==> src/hw/rtl/uart_line_editor_core_macros.svh <==
// Assertion helpers for the line editor core.
`ifndef UART_LINE_EDITOR_CORE_MACROS_SVH
`define UART_LINE_EDITOR_CORE_MACROS_SVH

// Same-cycle implication, checked out of reset.
`define ULED_ASSERT_IMP(label, clk, rstn, ante, cons) \
    label: assert property (@(posedge clk) disable iff (!(rstn)) (ante) |-> (cons)) \
        else $error("uled check failed");

// Next-cycle implication, checked out of reset.
`define ULED_ASSERT_NEXT(label, clk, rstn, ante, cons) \
    label: assert property (@(posedge clk) disable iff (!(rstn)) (ante) |=> (cons)) \
        else $error("uled check failed");

`endif

==> src/hw/rtl/uled_pkg.sv <==
package uled_pkg;

    // Field widths
    localparam int CNT_W   = 6;
    localparam int TMO_W   = 16;
    localparam int CODE_W  = 5;

    // Input operations
    localparam logic [1:0] OP_BYTE  = 2'd0;
    localparam logic [1:0] OP_TICK  = 2'd1;
    localparam logic [1:0] OP_ERROR = 2'd2;

    // Result kinds
    localparam logic [2:0] KIND_ECHO    = 3'd0;
    localparam logic [2:0] KIND_CHAR    = 3'd1;
    localparam logic [2:0] KIND_DONE    = 3'd2;
    localparam logic [2:0] KIND_TIMEOUT = 3'd3;
    localparam logic [2:0] KIND_ERROR   = 3'd4;

    // Configuration register indexes
    localparam logic [1:0] CFG_MAX_CHARS = 2'd0;
    localparam logic [1:0] CFG_ECHO      = 2'd1;
    localparam logic [1:0] CFG_TIMEOUT   = 2'd2;

    // Special bytes
    localparam logic [7:0] BYTE_BS    = 8'h08;
    localparam logic [7:0] BYTE_LF    = 8'h0A;
    localparam logic [7:0] BYTE_CR    = 8'h0D;
    localparam logic [7:0] BYTE_SPACE = 8'h20;
    localparam logic [7:0] BYTE_DEL   = 8'h7F;

    // Commands from front to back
    localparam logic [2:0] CMD_STORE   = 3'd0;
    localparam logic [2:0] CMD_ERASE   = 3'd1;
    localparam logic [2:0] CMD_LINE    = 3'd2;
    localparam logic [2:0] CMD_TIMEOUT = 3'd3;
    localparam logic [2:0] CMD_ERROR   = 3'd4;

    // Command queue
    localparam int QUEUE_DEPTH = 4;
    localparam int QPTR_W      = 2;

    typedef struct packed {
        logic [1:0]        op;
        logic [7:0]        rx_byte;
        logic [CODE_W-1:0] err_code;
    } uled_in_t;

    typedef struct packed {
        logic [2:0]        kind;
        logic [7:0]        out_byte;
        logic [CNT_W-1:0]  line_length;
        logic [CODE_W-1:0] error_code_out;
        logic              last;
    } uled_out_t;

    // data: byte to store or error code; count: store index or line length
    typedef struct packed {
        logic [2:0]       cmd;
        logic             echo;
        logic [7:0]       data;
        logic [CNT_W-1:0] count;
    } uled_cmd_t;

endpackage

==> src/hw/rtl/uled_front.sv <==
module uled_front #(
    parameter int LINE_CHARS = 63
) (
    input  logic                aclk,
    input  logic                aresetn,
    input  logic                cfg_wr_en,
    input  logic [1:0]          cfg_index,
    input  logic [15:0]         cfg_wr_data,
    input  logic                s_valid,
    output logic                s_ready,
    input  uled_pkg::uled_in_t  s_data,
    input  logic                q_full,
    output logic                q_push,
    output uled_pkg::uled_cmd_t q_cmd
);
    import uled_pkg::*;

    localparam logic [CNT_W-1:0] LINE_LIM = CNT_W'(LINE_CHARS);

    logic [CNT_W-1:0] max_chars_reg, max_chars_next;
    logic             echo_reg, echo_next;
    logic [TMO_W-1:0] timeout_reg, timeout_next;
    logic [TMO_W-1:0] wait_reg, wait_next;
    logic [CNT_W-1:0] count_reg, count_next;
    logic [CNT_W-1:0] limit;
    logic             accept;
    logic             printable;

    assign s_ready   = !q_full;
    assign accept    = s_valid && s_ready;
    assign limit     = (max_chars_reg < LINE_LIM) ? max_chars_reg : LINE_LIM;
    assign printable = (s_data.rx_byte >= BYTE_SPACE) && (s_data.rx_byte <= BYTE_DEL);

    // Classify the request, update line state, queue the work
    always_comb begin
        max_chars_next = max_chars_reg;
        echo_next      = echo_reg;
        timeout_next   = timeout_reg;
        wait_next      = wait_reg;
        count_next     = count_reg;
        q_push         = 1'b0;
        q_cmd          = '0;
        q_cmd.echo     = echo_reg;

        if (accept) begin
            case (s_data.op)
                OP_BYTE: begin
                    if (s_data.rx_byte == BYTE_LF || s_data.rx_byte == BYTE_CR) begin
                        q_push      = 1'b1;
                        q_cmd.cmd   = CMD_LINE;
                        q_cmd.count = count_reg;
                        count_next  = '0;
                        wait_next   = timeout_reg;
                    end else if (s_data.rx_byte == BYTE_BS) begin
                        if (count_reg != '0) begin
                            count_next = count_reg - 1'b1;
                            q_push     = echo_reg;
                            q_cmd.cmd  = CMD_ERASE;
                        end
                    end else if (printable && count_reg < limit) begin
                        q_push      = 1'b1;
                        q_cmd.cmd   = CMD_STORE;
                        q_cmd.data  = s_data.rx_byte;
                        q_cmd.count = count_reg;
                        count_next  = count_reg + 1'b1;
                    end
                end
                OP_TICK: begin
                    if (wait_reg != '0) begin
                        wait_next = wait_reg - 1'b1;
                        if (wait_reg == TMO_W'(1)) begin
                            q_push     = 1'b1;
                            q_cmd.cmd  = CMD_TIMEOUT;
                            count_next = '0;
                            wait_next  = timeout_reg;
                        end
                    end
                end
                OP_ERROR: begin
                    if (s_data.err_code != '0) begin
                        q_push     = 1'b1;
                        q_cmd.cmd  = CMD_ERROR;
                        q_cmd.data = 8'(s_data.err_code);
                        count_next = '0;
                        wait_next  = timeout_reg;
                    end
                end
                default: begin
                end
            endcase
        end

        // The user must write registers only while idle; the block itself does not enforce it.
        if (cfg_wr_en) begin
            case (cfg_index)
                CFG_MAX_CHARS: max_chars_next = cfg_wr_data[CNT_W-1:0];
                CFG_ECHO:      echo_next      = cfg_wr_data[0];
                CFG_TIMEOUT: begin
                    timeout_next = cfg_wr_data;
                    wait_next    = cfg_wr_data;
                end
                default: begin
                end
            endcase
        end
    end

    always_ff @(posedge aclk) begin
        if (!aresetn) begin
            max_chars_reg <= 6'd63;
            echo_reg      <= 1'b0;
            timeout_reg   <= '0;
            wait_reg      <= '0;
            count_reg     <= '0;
        end else begin
            max_chars_reg <= max_chars_next;
            echo_reg      <= echo_next;
            timeout_reg   <= timeout_next;
            wait_reg      <= wait_next;
            count_reg     <= count_next;
        end
    end

endmodule

==> src/hw/rtl/uled_queue.sv <==
module uled_queue (
    input  logic                aclk,
    input  logic                aresetn,
    input  logic                push,
    input  uled_pkg::uled_cmd_t push_cmd,
    output logic                full,
    input  logic                pop,
    output logic                avail,
    output uled_pkg::uled_cmd_t head_cmd
);
    import uled_pkg::*;

    uled_cmd_t          entry_reg [QUEUE_DEPTH];
    logic [QPTR_W-1:0]  wr_ptr_reg, wr_ptr_next;
    logic [QPTR_W-1:0]  rd_ptr_reg, rd_ptr_next;
    logic [QPTR_W:0]    fill_reg, fill_next;

    assign full     = (fill_reg == (QPTR_W+1)'(QUEUE_DEPTH));
    assign avail    = (fill_reg != '0);
    assign head_cmd = entry_reg[rd_ptr_reg];

    // Pointer and fill bookkeeping
    always_comb begin
        wr_ptr_next = push ? wr_ptr_reg + 1'b1 : wr_ptr_reg;
        rd_ptr_next = pop  ? rd_ptr_reg + 1'b1 : rd_ptr_reg;
        fill_next   = fill_reg;
        if (push && !pop) begin
            fill_next = fill_reg + 1'b1;
        end else if (pop && !push) begin
            fill_next = fill_reg - 1'b1;
        end
    end

    always_ff @(posedge aclk) begin
        if (!aresetn) begin
            wr_ptr_reg <= '0;
            rd_ptr_reg <= '0;
            fill_reg   <= '0;
        end else begin
            wr_ptr_reg <= wr_ptr_next;
            rd_ptr_reg <= rd_ptr_next;
            fill_reg   <= fill_next;
        end
    end

    // Entry storage
    always_ff @(posedge aclk) begin
        if (push) begin
            entry_reg[wr_ptr_reg] <= push_cmd;
        end
    end

endmodule

==> src/hw/rtl/uled_back.sv <==
`include "uart_line_editor_core_macros.svh"

module uled_back #(
    parameter int LINE_CHARS = 63
) (
    input  logic                aclk,
    input  logic                aresetn,
    input  logic                q_avail,
    input  uled_pkg::uled_cmd_t q_cmd,
    output logic                q_pop,
    output logic                m_valid,
    input  logic                m_ready,
    output uled_pkg::uled_out_t m_data
);
    import uled_pkg::*;

    localparam int IDX_W = (LINE_CHARS > 1) ? $clog2(LINE_CHARS) : 1;

    localparam logic [1:0] ST_IDLE = 2'd0;
    localparam logic [1:0] ST_RD   = 2'd1;
    localparam logic [1:0] ST_CHR  = 2'd2;
    localparam logic [1:0] ST_OUT  = 2'd3;

    logic [7:0]       line_mem [LINE_CHARS];
    logic [7:0]       rd_data_reg;
    logic             mem_we;

    logic [1:0]       state_reg, state_next;
    uled_cmd_t        cmd_reg, cmd_next;
    logic [1:0]       step_reg, step_next;
    logic [CNT_W-1:0] walk_reg, walk_next;
    logic             m_valid_reg, m_valid_next;
    uled_out_t        m_res_reg;
    uled_out_t        res_next;
    logic             res_load;
    logic             out_free;

    assign out_free = !m_valid_reg || m_ready;
    assign m_valid  = m_valid_reg;
    assign m_data   = m_res_reg;

    // Command sequencer
    always_comb begin
        state_next = state_reg;
        cmd_next   = cmd_reg;
        step_next  = step_reg;
        walk_next  = walk_reg;
        q_pop      = 1'b0;
        mem_we     = 1'b0;
        res_load   = 1'b0;
        res_next   = '0;

        case (state_reg)
            ST_IDLE: begin
                if (q_avail) begin
                    q_pop     = 1'b1;
                    cmd_next  = q_cmd;
                    step_next = '0;
                    walk_next = '0;
                    case (q_cmd.cmd)
                        CMD_STORE: begin
                            mem_we = 1'b1;
                            if (q_cmd.echo) begin
                                state_next = ST_OUT;
                            end
                        end
                        CMD_LINE: begin
                            state_next = (q_cmd.count == '0) ? ST_OUT : ST_RD;
                        end
                        default: state_next = ST_OUT;
                    endcase
                end
            end
            ST_RD: begin
                // store read is registered: the byte is fetched here for ST_CHR
                state_next = ST_CHR;
            end
            ST_CHR: begin
                if (out_free) begin
                    res_load          = 1'b1;
                    res_next.kind     = KIND_CHAR;
                    res_next.out_byte = rd_data_reg;
                    walk_next         = walk_reg + 1'b1;
                    state_next = (walk_next == cmd_reg.count) ? ST_OUT : ST_RD;
                end
            end
            ST_OUT: begin
                if (out_free) begin
                    res_load      = 1'b1;
                    res_next.last = 1'b1;
                    state_next    = ST_IDLE;
                    case (cmd_reg.cmd)
                        CMD_STORE: begin
                            res_next.kind     = KIND_ECHO;
                            res_next.out_byte = cmd_reg.data;
                        end
                        CMD_ERASE: begin
                            // BS, space, BS
                            res_next.kind     = KIND_ECHO;
                            res_next.out_byte = (step_reg == 2'd1) ? BYTE_SPACE : BYTE_BS;
                            res_next.last     = (step_reg == 2'd2);
                            step_next         = step_reg + 1'b1;
                            if (step_reg != 2'd2) begin
                                state_next = ST_OUT;
                            end
                        end
                        CMD_LINE: begin
                            res_next.kind        = KIND_DONE;
                            res_next.line_length = cmd_reg.count;
                        end
                        CMD_TIMEOUT: begin
                            res_next.kind = KIND_TIMEOUT;
                        end
                        CMD_ERROR: begin
                            res_next.kind           = KIND_ERROR;
                            res_next.error_code_out = cmd_reg.data[CODE_W-1:0];
                        end
                        default: begin
                            res_load = 1'b0;
                        end
                    endcase
                end
            end
            default: state_next = ST_IDLE;
        endcase

        m_valid_next = res_load || (m_valid_reg && !m_ready);
    end

    always_ff @(posedge aclk) begin
        if (!aresetn) begin
            state_reg   <= ST_IDLE;
            step_reg    <= '0;
            walk_reg    <= '0;
            m_valid_reg <= 1'b0;
        end else begin
            state_reg   <= state_next;
            step_reg    <= step_next;
            walk_reg    <= walk_next;
            m_valid_reg <= m_valid_next;
        end
    end

    // Payload registers
    always_ff @(posedge aclk) begin
        cmd_reg <= cmd_next;
        if (res_load) begin
            m_res_reg <= res_next;
        end
    end

    // Line store
    always_ff @(posedge aclk) begin
        if (mem_we) begin
            line_mem[q_cmd.count[IDX_W-1:0]] <= q_cmd.data;
        end
        rd_data_reg <= line_mem[walk_reg[IDX_W-1:0]];
    end

    // Walk never passes the line length
    `ULED_ASSERT_IMP(a_walk_in_line, aclk, aresetn, (state_reg == ST_RD || state_reg == ST_CHR), (walk_reg < cmd_reg.count))
    // A line character is never the final result of a request
    `ULED_ASSERT_IMP(a_char_not_last, aclk, aresetn, (m_valid_reg && m_res_reg.kind == KIND_CHAR), (!m_res_reg.last))
    // Once the completion result is loaded the sequencer is free again
    `ULED_ASSERT_NEXT(a_done_frees, aclk, aresetn, (res_load && res_next.kind == KIND_DONE), (state_reg == ST_IDLE))

endmodule

==> src/hw/rtl/uart_line_editor_core.sv <==
// Channel   Ports                         Moves
// input     s_valid s_ready s_data        one received event (byte, tick, error)
// result    m_valid m_ready m_data        one echo, line character or line status
// config    cfg_wr_en cfg_index cfg_wr_data  register write, no wait
//
// The front takes one request per cycle while the 4-entry command queue has room.
// Results leave one per cycle at most; a finished line walks the store through
// ST_RD and ST_CHR for each character (registered store read).
// Reset is synchronous on aresetn low; the line store is not cleared.
// A stalled m_ready holds the result register; the front keeps taking requests
// until the queue fills.
module uart_line_editor_core #(
    parameter int LINE_CHARS = 63
) (
    input  logic                aclk,
    input  logic                aresetn,
    input  logic                cfg_wr_en,
    input  logic [1:0]          cfg_index,
    input  logic [15:0]         cfg_wr_data,
    input  logic                s_valid,
    output logic                s_ready,
    input  uled_pkg::uled_in_t  s_data,
    output logic                m_valid,
    input  logic                m_ready,
    output uled_pkg::uled_out_t m_data
);
    import uled_pkg::*;

    logic      q_full;
    logic      q_push;
    logic      q_pop;
    logic      q_avail;
    uled_cmd_t push_cmd;
    uled_cmd_t head_cmd;

    uled_front #(
        .LINE_CHARS (LINE_CHARS)
    ) u_front (
        .aclk        (aclk),
        .aresetn     (aresetn),
        .cfg_wr_en   (cfg_wr_en),
        .cfg_index   (cfg_index),
        .cfg_wr_data (cfg_wr_data),
        .s_valid     (s_valid),
        .s_ready     (s_ready),
        .s_data      (s_data),
        .q_full      (q_full),
        .q_push      (q_push),
        .q_cmd       (push_cmd)
    );

    uled_queue u_queue (
        .aclk     (aclk),
        .aresetn  (aresetn),
        .push     (q_push),
        .push_cmd (push_cmd),
        .full     (q_full),
        .pop      (q_pop),
        .avail    (q_avail),
        .head_cmd (head_cmd)
    );

    uled_back #(
        .LINE_CHARS (LINE_CHARS)
    ) u_back (
        .aclk    (aclk),
        .aresetn (aresetn),
        .q_avail (q_avail),
        .q_cmd   (head_cmd),
        .q_pop   (q_pop),
        .m_valid (m_valid),
        .m_ready (m_ready),
        .m_data  (m_data)
    );

endmodule

==> config.mk <==
export PLATFORM = sky130hd
export DESIGN_NAME = uart_line_editor_core
export DESIGN_NICKNAME = d
export VERILOG_FILES = /design/src/hw/rtl/uled_pkg.sv /design/src/hw/rtl/uled_front.sv /design/src/hw/rtl/uled_queue.sv /design/src/hw/rtl/uled_back.sv /design/src/hw/rtl/uart_line_editor_core.sv
export VERILOG_INCLUDE_DIRS = /design/src /design/src/hw/rtl
export SDC_FILE = /design/constraint.sdc
export NUM_CORES = 1
export LEC_CHECK = 0
export BUFFER_PORTS_ARGS = -buffer_cell sky130_fd_sc_hd__buf_2
export CAP_MARGIN = 25
export CELL_PAD_IN_SITES_DETAIL_PLACEMENT = 1
export CELL_PAD_IN_SITES_GLOBAL_PLACEMENT = 2
export CORE_MARGIN = 2
export CORE_UTILIZATION = 48
export DETAILED_ROUTE_END_ITERATION = 8
export GPL_ROUTABILITY_DRIVEN = 0
export GPL_TIMING_DRIVEN = 0
export HOLD_SLACK_MARGIN = 0.02
export PLACE_DENSITY = 0.78
export SLEW_MARGIN = 15
export SYNTH_ARGS = -nofsm -noshare
export SYNTH_HDL_FRONTEND = slang
export SYNTH_HIERARCHICAL = 1
export SYNTH_SLANG_ARGS = --single-unit
==> constraint.sdc <==
create_clock -name aclk -period 3.98 [get_ports aclk]
set_input_delay 0.597 -clock aclk [delete_from_list [all_inputs] [get_ports aclk]]
set_output_delay 0.597 -clock aclk [all_outputs]
set_load 0.03 [all_outputs]
# After elaboration in Yosys (flattened, before gate mapping)
# Memories as Yosys holds them, arrays and structs flattened. A register that Yosys moved wholly into a read port is not among the register bits.
# Cells that the tools add are included.
# W data, S select, Z words.
word_totals:
  latch_bits: 0
  mem_bits_ro: 0
  input_bits: 38
  memories: 2
  mem_bits_rw: 576
  elab_cells: 191
  regBits: 103
mem_list:
  columns: ["memory", "words", "word_bits", "rd", "rd_clocked_by_memory_dff", "write_ports", "line", "text"]
  rows:
  - ["u_back.line_mem", 63, 8, 1, 1, 1, "uled_back.sv:24", "logic [7:0] line_mem [LINE_CHARS];"]
  - ["u_queue.entry_reg", 4, 18, 1, 1, 1, "uled_queue.sv:13", "uled_cmd_t entry_reg [QUEUE_DEPTH];"]
op_classes:
  div: 0
  n_bitwise: 0
  addsub: 9
  shifts: 0
  eq_ne: 31
  n_reduce_logical: 40
  muxes: 85
  order_cmp: 4
  n_mul: 0
op_table:
  columns: ["op", "count"]
  rows:
  - ["$mux W16", 7]
  - ["$mux W6", 14]
  - ["$pmux W16 S3", 1]
  - ["$mux W14", 3]
  - ["$pmux W8 S2", 2]
  - ["$mux W2", 14]
  - ["$eq A8 B4 Y1 const B", 3]
  - ["$mux W1", 23]
  - ["$mux W23", 1]
  - ["$pmux W11 S2", 1]
  - ["$mux W3", 6]
  - ["$pmux W3 S3", 2]
  - ["$pmux W6 S3", 1]
  - ["$eq A16 B1 Y1 const B", 1]
  - ["$reduce_bool A16 Y1", 1]
  - ["$sub A16 B1 Y16 const B", 1]
  - ["$add A6 B1 Y6 const B", 2]
  - ["$pmux W6 S2", 1]
  - ["$eq A2 B2 Y1 const B", 5]
  - ["$mux W5", 2]
  - ["$ne A2 B1 Y1 const B", 5]
  - ["$reduce_and A2 Y1", 5]
  - ["$eq A3 B2 Y1 const B", 3]
  - ["$mux W9", 1]
  - ["other kinds (35)", 64]

# Longest topological paths before layout
# Gate-level depths: netlist of run 1.
logic_depth:
  depth_word: 13
  depth_mapped: 14

# By module
# Netlist of run 1, hierarchy kept.
modules_own_cells:
  columns: ["module", "cells_per_inst", "seq_area_each_um2", "area_each_um2", "instances"]
  rows:
  - ["uled_back", 1142, 16716.0, 22182.5, 1]
  - ["uled_queue", 137, 2342.2, 3085.5, 1]
  - ["uled_front", 397, 900.9, 3016.6, 1]

# Worst setup path before layout of run 1
# OpenSTA, ideal clock, no wires.
synth_path:
  kind: "input to register"
  from: "input s_data[14] (netlist name)"
  to: "register u_queue.fill_reg[2]"
  required_time_ns: 3.904
  setup_ns: 0.076
  path_slack_ns: 0.701
  cell_stages: 11
  arrival_ns: 3.203
  path_cell_list: "inv_1 -> ha_1 -> inv_1 -> or4_4 -> a31oi_1 -> ha_1 -> inv_1 -> fa_1 -> xor2_1 -> or3_1 -> a21boi_0"
synth_between:
  elab_chain_len: 6
  elab_cells_between_ends: 10
  cone_classes: "eq/ne: 2; mux: 3; reduce/logical: 5"
synth_lines:
  columns: ["element", "line", "text"]
  rows:
  - ["from (decl)", "uart_line_editor_core.sv:22", "input uled_pkg::uled_in_t s_data,"]
  - ["$eq A2 B2 Y1, or another cell as far along", "uled_front.sv:46", "case (s_data.op)"]
  - ["$pmux W1 S3 *", "uled_front.sv:46", null]
  - ["$mux W1 *", "uled_front.sv:45", "if (accept) begin"]
  - ["via q_push", "uart_line_editor_core.sv:30", "logic q_push;"]
  - ["$logic_not A1 Y1", "uled_queue.sv:29", "end else if (pop && !push) begin"]
  - ["$logic_and A1 B1 Y1", "uled_queue.sv:29", null]
  - ["$reduce_bool A2 Y1 (no line)", null, null]
  - ["to (signal assigned)", "uled_queue.sv:42", "fill_reg <= fill_next;"]
  - ["to (decl)", "uled_queue.sv:16", "logic [QPTR_W:0] fill_reg, fill_next;"]
# Mark *: on every way through the listed nets, which the timed path passes. The rest lies on a longest branch.
# A chain may end at the register's enable or synchronous reset.

==> run metrics, run 1 <==
run status=finished, final reports clean; most common cell after layout, fill and taps aside=edfxtp_1; final worst path period need=3.83 ns; Setup CP Type=flop to flop; number of global-route vias before repair=17000; initial DRC count=993; ys flop type=edfxtp_1; via count=around 16000; setup ws final=0.146 ns; largest net degree at the start of global routing=65; clock skew=between 0.02 and 0.03 ns; # DRC=0; Sink Count=roughly 700; diodes inserted=0; Synth Register Bits=689; NumNets Final=1881; Worst Path Max Fanout=10; synthesized area=28300 sq um; row count=88; Fin. Hold Viols=0; most frequent cells in the layout=616 x edfxtp_1, 103 x nor2_1, 102 x mux4_2, 90 x nand2_1, 82 x buf_2; global-route wire length before repair=~110000 microns; Synth warnings=6; Post-synth EDFFs=616; pwr dens=588 nW/um^2; Die X-Extent=247 microns; Max clock buf depth=3; TritonRoute pass-1 iters=5; Die Ht=247 microns; Worst VDD drop=0.000351 V; total wire length=between 70000 and 80000 microns; Num CTS Buffers=73; HPWL Detailed=roughly 48000 microns; Cell variety after synth=77; CTS clk-pin slew, worst paths=0.06 ns; clk_lat worst skew=approximately 0.62 ns; syn_nets=1740; total leakage power=between 10 and 15 nW; # IOs=63; critical path launch point type=flop; fmax=0.261 GHz; Worst-Margin Slew=1.06 ns; final core utilization=55.1%; asr flop ratio synth=0%; initial antenna violation count=1; Wirelength per Cell=27.8 microns; layout cells sized above 1=20.0%; CTS tree=built; Total Power=between 15 and 20 mW; synthesized area per cell=approximately 17 sq um; placed instance area=between 20000 and 30000 sq um; worst path arrival time=4.05 ns; max cap viols=0; vias per std cell=5.99; Fill cells=around 5300; max FFs per register=504; Antenna Nets Post-Route=0; reg-to-reg slack, setup=approximately 0.15 ns; core area=between 50000 and 60000 sq um; area grow syn2layout=13.1%; GR Util All Layers=25.0%; dpl ws=-0.141 ns; Hold Path Class=input port to flop; gr ovfl total=0; Slew Limit Fails=0; root buffer cell=clkbuf_16; final instance area=between 30000 and 40000 sq um; # hold bufs at CTS=0; RSZ-0062 raised after global routing=true; Seq/Total Area, Yosys=between 70 and 80%; initial core utilization=48.7%; Syn Inst Count=between 1500 and 2000; H-Tree Depth=3; Setup-failing EPs final=0; full die area=60900 sq um; final period utilization=96.3%; Rel. slew slack=29.0%; postcts setup bufs=0; Critical Path RT=around 4.2 ns; IO buf count=62; Crit. End Element=flop
-- report_power, final --
group,internal [mW],leakage (nW),switching (mW)
registers,8.78,6.23,0.149
clock network,3.76,1.14,2.76
logic,1.09,3.06,2.29
total,13.6,10.4,5.20
-- cells by family after synthesis --
family | synth area share (%)
compound gates | 6.25
buf+inv | 2.10
flops | 70.6
fa+ha+maj | 1.20
other cells | 0.0133
xor+xnor | 0.495
simple gates | 6.70
mux | 12.7
-- critical path, cell delays in order, from the launching register on --
cell,delay [ns]
dfxtp_1,0.30
buf_2,0.23
buf_2,0.33
mux4_2,0.40
nor3_1,0.27
nand2_1,0.09
nor2_1,0.26
nand2_1,0.58
nor2_1,0.96
-- layer usage --
metal	vias to the layer above	share of wire (%)	GRT usage [%]
met4	0	3.1	9.21
met3	121	4.4	3.62
met1	8323	41	31.7
li1	6948	-	-
met2	435	52	43.7
met5	-	0	0
-- synth_stat cells (all sizes together), types with 4 or more instances --
cell | instances | area, sq um
o21ai | 56 | 284
a21o | 4 | 30.0
a31oi | 18 | 113
o31ai | 4 | 43.8
buf | 47 | 338
nor2b | 20 | 125
o22ai | 7 | 43.8
dfxtp | 73 | 1460
mux4 | 125 | 2880
nor2 | 114 | 428
or2 | 5 | 31.3
nor4 | 8 | 65.1
a21boi | 6 | 45.0
a21oi | 60 | 300
a221oi | 10 | 87.6
a211o | 5 | 43.8
nand3 | 21 | 105
xor2 | 9 | 78.8
and3 | 6 | 37.5
xnor2 | 7 | 61.3
nor3 | 15 | 85.1
mux2 | 17 | 191
inv | 31 | 116
ha | 24 | 300
a22oi | 20 | 150
nand2 | 90 | 338
a22o | 9 | 78.8
o41ai | 5 | 43.8
nand3b | 7 | 52.6
nand2b | 19 | 119
o221ai | 10 | 87.6
clkbuf | 36 | 135
o211ai | 10 | 75.1
and2 | 31 | 194
or3b | 4 | 35.0
or3 | 7 | 43.8
mux2i | 51 | 510
edfxtp | 616 | 18500
a211oi | 11 | 82.6
nor3b | 8 | 60.1
o31a | 4 | 35.0
-- per-stage QoR --
stage,cells,TNS [ns],hold slack (ns)
after floorplan,1676,0,0.433
after global placement,2503,-0.312,0.446
after detailed placement,2505,-1.78,0.450
after CTS,2639,-2.25,0.202
after global routing,2641,-0.0934,0.236
final,2641,0,0.232
-- path summary, 6_finish.rpt --
check,startpoint,to,cells past startpoint
worst max-delay path,flop,u_back/line_mem[20][3]$_DFFE_PP_,8
worst min-delay path,cfg_wr_data[7],u_front/timeout_reg[7]$_SDFFE_PN0P_,3
worst max register to register,flop,u_back/line_mem[20][3]$_DFFE_PP_,8
worst min register to register,u_front/timeout_reg[2]$_SDFFE_PN0P_,u_front/timeout_reg[2]$_SDFFE_PN0P_,2
-- final cells by class --
| type | count | area [sq um] | area share (%) |
|---|---|---|---|
| Buffer | 83 | 473 | 1.48 |
| Clock buffer | 93 | 1990 | 6.23 |
| Clock inverter | 41 | 322 | 1.01 |
| Inverter | 32 | 124 | 0.387 |
| Multi-Input combinational cell | 872 | 7800 | 24.4 |
| Sequential cell | 689 | 20000 | 62.4 |
| Tap cell | 765 | 957 | 2.99 |
| Timing Repair Buffer | 66 | 360 | 1.13 |
-- repair_timing --
action	CTS	global route
gates cloned	0	0
resized for setup	5	10
endpoints found under the setup margin	44	277
No activity file was read; power rests on OpenSTA's default activity.
==> inputs of run 2 (changes only) <==
Settings changed: ABC_AREA from default to 1, CORE_UTILIZATION 48 to 42, SLEW_MARGIN 15 to default.
==> run metrics, run 2 <==
GR Util All Layers=26.8% (was 25.0%); Syn Inst Count=2968 (was 1676); Setup CP Type=flop to flop (unchanged); RSZ-0062 raised after global routing=true (unchanged); setup TNS=0 ns (unchanged); clk_lat worst skew=0.63 ns (was 0.62 ns); initial DRC count=1733 (was 993); largest net degree at the start of global routing=31 (was 65); gr ovfl total=0 (unchanged); setup ws final=0.0466 ns (was 0.146 ns); Antenna Nets Post-Route=0 (unchanged); Wirelength per Cell=23.7 microns (was 27.8 microns); R2R depth=7 (was 8); leading area contributor after synthesis=edfxtp_1 (unchanged); CTS clk-pin slew, worst paths=0.06 ns (about the same); Fin. Hold Viols=0 (unchanged); max FFs per register=504 (unchanged); CP dominant cell by count=nor2_1; root buffer cell=clkbuf_16 (unchanged); critical path buffer and inverter count=1 (was 2); H-Tree Depth=3 (unchanged); reg-to-reg startpoint=u_back/state_reg[0]$_SDFFE_PN0P_; via count=22000 (was 15800); Total Power=22.4 mW (was 18.8 mW); ys flop type=edfxtp_1 (unchanged); final instance area=34800 sq um (was 32000 sq um); HPWL Detailed=69800 microns (was 48500 microns); # DRC=0 (unchanged); most frequent cell after synthesis=nand2_1 (was edfxtp_1); layout cells sized above 1=11.6% (was 20.0%); Synth top area share=61.5% (was 65.4%); Rel. slew slack=25.6% (was 29.0%); Worst VDD drop=0.000452 V (was 0.000351 V); full die area=73800 sq um (was 60900 sq um); CP max stage delay=1.01 ns (was 0.96 ns); delay-heaviest family, CP=simple AND/OR/NAND/NOR gates (unchanged); global-route wire length before repair=147000 microns (was 110000 microns); syn_nets=3032 (was 1740); Fill cells=7855 (was 5301); Die X-Extent=272 microns (was 247 microns); Sink Count=689 (unchanged); critical path launch point type=flop (unchanged); total leakage power=13.8 nW (was 10.4 nW); most common cell after layout, fill and taps aside=nand2_1 (was edfxtp_1); fmax=0.254 GHz (was 0.261 GHz); final worst path period need=3.93 ns (was 3.83 ns); run status=finished, final reports clean (unchanged); worst-path cell chain=nor2_1 > nand2_1 > inv_1 > nand2_1 > nor2_1 > nand3_1 > nor2_1 (was buf_2 > buf_2 > mux4_2 > nor3_1 > nand2_1 > nor2_1 > nand2_1 > nor2_1); asr flop ratio synth=0% (unchanged); number of global-route vias before repair=23200 (was 17000); area grow syn2layout=15.6% (was 13.1%); Worst-Margin Slew=1.11 ns (was 1.06 ns); slowest CP cell=nor2_1 (unchanged); Hold Startpoint=cfg_wr_data[2] (was cfg_wr_data[7]); clock skew=0.0227 ns (was 0.0297 ns); Cell variety after synth=45 (was 77); Crit. End Element=flop (unchanged); synthesized area per cell=10.1 sq um (was 16.9 sq um); worst hold stages=3 (unchanged); initial antenna violation count=3 (was 1); Num CTS Buffers=77 (was 73); most frequent cells in the layout=976 x nand2_1, 616 x edfxtp_1, 396 x nand3_1, 260 x inv_1, 198 x nor2_1 (was 616 x edfxtp_1, 103 x nor2_1, 102 x mux4_2, 90 x nand2_1, 82 x buf_2); Slew Limit Fails=0 (unchanged); NumNets Final=3197 (was 1881); reg-to-reg slack, setup=0.05 ns (was 0.15 ns); Worst Path Max Fanout=21 (was 10); Synth area leaders=edfxtp_1 61%, nand2_1 12%, nand3_1 6.6%, dfxtp_1 4.9%, inv_1 3.2% (was edfxtp_1 65%, mux4_2 8.5%, dfxtp_1 5.2%, mux2i_1 1.8%, mux4_1 1.7%); WHS=0.229 ns (was 0.232 ns); Max clock buf depth=3 (unchanged); pwr dens=643 nW/um^2 (was 588 nW/um^2); worst path arrival time=4.17 ns (was 4.05 ns); synthesized area=30100 sq um (was 28300 sq um); final period utilization=98.8% (was 96.3%); Setup-failing EPs final=0 (unchanged); core area=71200 sq um (was 58000 sq um); hold path endpoint=u_front/max_chars_reg[2]$_SDFFE_PN1P_ (was u_front/timeout_reg[7]$_SDFFE_PN0P_); commonest cells in the netlist=976 x nand2_1, 616 x edfxtp_1, 396 x nand3_1, 260 x inv_1, 233 x nor2_1 (was 616 x edfxtp_1, 114 x nor2_1, 107 x mux4_2, 90 x nand2_1, 73 x dfxtp_1); Critical Path RT=4.22 ns (was 4.20 ns); CTS tree=built (unchanged); placed instance area=32200 sq um (was 29600 sq um); TritonRoute pass-1 iters=7 (was 5); Synth warnings=6 (unchanged); dpl ws=-0.355 ns (was -0.141 ns); Seq/Total Area, Yosys=66.3% (was 70.6%); initial core utilization=42.2% (was 48.7%); Post-synth EDFFs=616 (unchanged); Hold Path Class=input port to flop (unchanged); IO buf count=62 (unchanged); reg2reg end=u_back/line_mem[18][3]$_DFFE_PP_ (was u_back/line_mem[20][3]$_DFFE_PP_); postcts setup bufs=0 (unchanged); row count=98 (was 88); # IOs=63 (unchanged); diodes inserted=0 (unchanged); Synth Register Bits=689 (unchanged); Die Ht=272 microns (was 247 microns); vias per std cell=5.30 (was 5.99); total wire length=98000 microns (was 73400 microns); max cap viols=0 (unchanged)
## run 2: changes by cell type in the layout (fill, tap and decap cells not counted), moves of 51 or more
cell / delta
inv_1: +230
mux2i_1: -51
mux4_2: -102
nand2_1: +886
nand3_1: +376
nor2_1: +95
## run 2: worst min-delay path: cells and delay by family
kind	cells	cell delay (ns)
AOI/OAI and AO/OA	1	0.06
buffers and inverters	1	0.09
and+or+nand+nor	1	0.05
## run 2: per-layer routing
layer	GRT usage (%)	part of all wire, %	vias to the layer above
met5	0	0	-
met4	9.89	3.6	0
met3	3.32	4.1	169
met2	47.2	50	490
met1	33.9	42	11000
li1	-	-	10300
## run 2: how the worst max path moves through the flow
stage	start	end	slack [ns]	depth (start not counted)
global route	u_queue/fill_reg[1]$_SDFFE_PN0P_	u_back/line_mem[18][1]$_DFFE_PP_	-0.17	8
detailed placement	s_valid	u_queue/fill_reg[2]$_SDFFE_PN0P_	-0.36	15
global placement	flop	u_back/line_mem[37][4]$_DFFE_PP_	-3.13	5
finish	u_back/state_reg[0]$_SDFFE_PN0P_	u_back/line_mem[18][3]$_DFFE_PP_	0.05	7
CTS	u_back/state_reg[0]$_SDFFE_PN0P_	u_back/line_mem[20][2]$_DFFE_PP_	-0.05	7
floorplan	m_ready	u_back/m_data[0]$_SDFFCE_PN0P_	0.98	2
## run 2: repair_timing
action                                  CTS  global route
endpoints found under the setup margin   98           250
hold endpoints to repair                  0             0
hold buffers                              0             0
resized for setup                         7            30
## run 2: cell type report
cell class / count / area (sq um) / area share (%)
inverters: 269 / 1020 / 2.94
plain buffers: 131 / 802 / 2.31
flip-flops and latches: 689 / 20000 / 57.4
well taps: 950 / 1190 / 3.42
repair buffers: 86 / 807 / 2.32
clock inverters: 36 / 387 / 1.11
multi-input cells: 1879 / 8520 / 24.5
clock buffers: 102 / 2100 / 6.04
## run 2: power breakdown
part           total (mW)  internal (mW)  switching, mW
registers            9.11           8.96          0.154
logic                6.19           1.71           4.48
clock network        7.09           4.17           2.92
total                22.4           14.8           7.55
## run 2: kinds of logic (layout without fill, tap and decap cells)
kind of cell    Yosys count  after routing  synth area share (%)
xor+xnor                  3              3                0.0873
other cells               1              1                0.0125
compound gates          190            190                  3.41
buf+inv                 400            624                  6.06
flops                   689            689                  66.3
fa+ha+maj                26             26                  1.13
simple gates           1659           1659                  23.0
## run 2: stage by stage
stage	cells	utilization, %
after floorplan	2968	-
after global placement	3980	44.3
after detailed placement	4001	45.2
after CTS	4139	48.7
after global routing	4142	48.8
final	4142	48.8
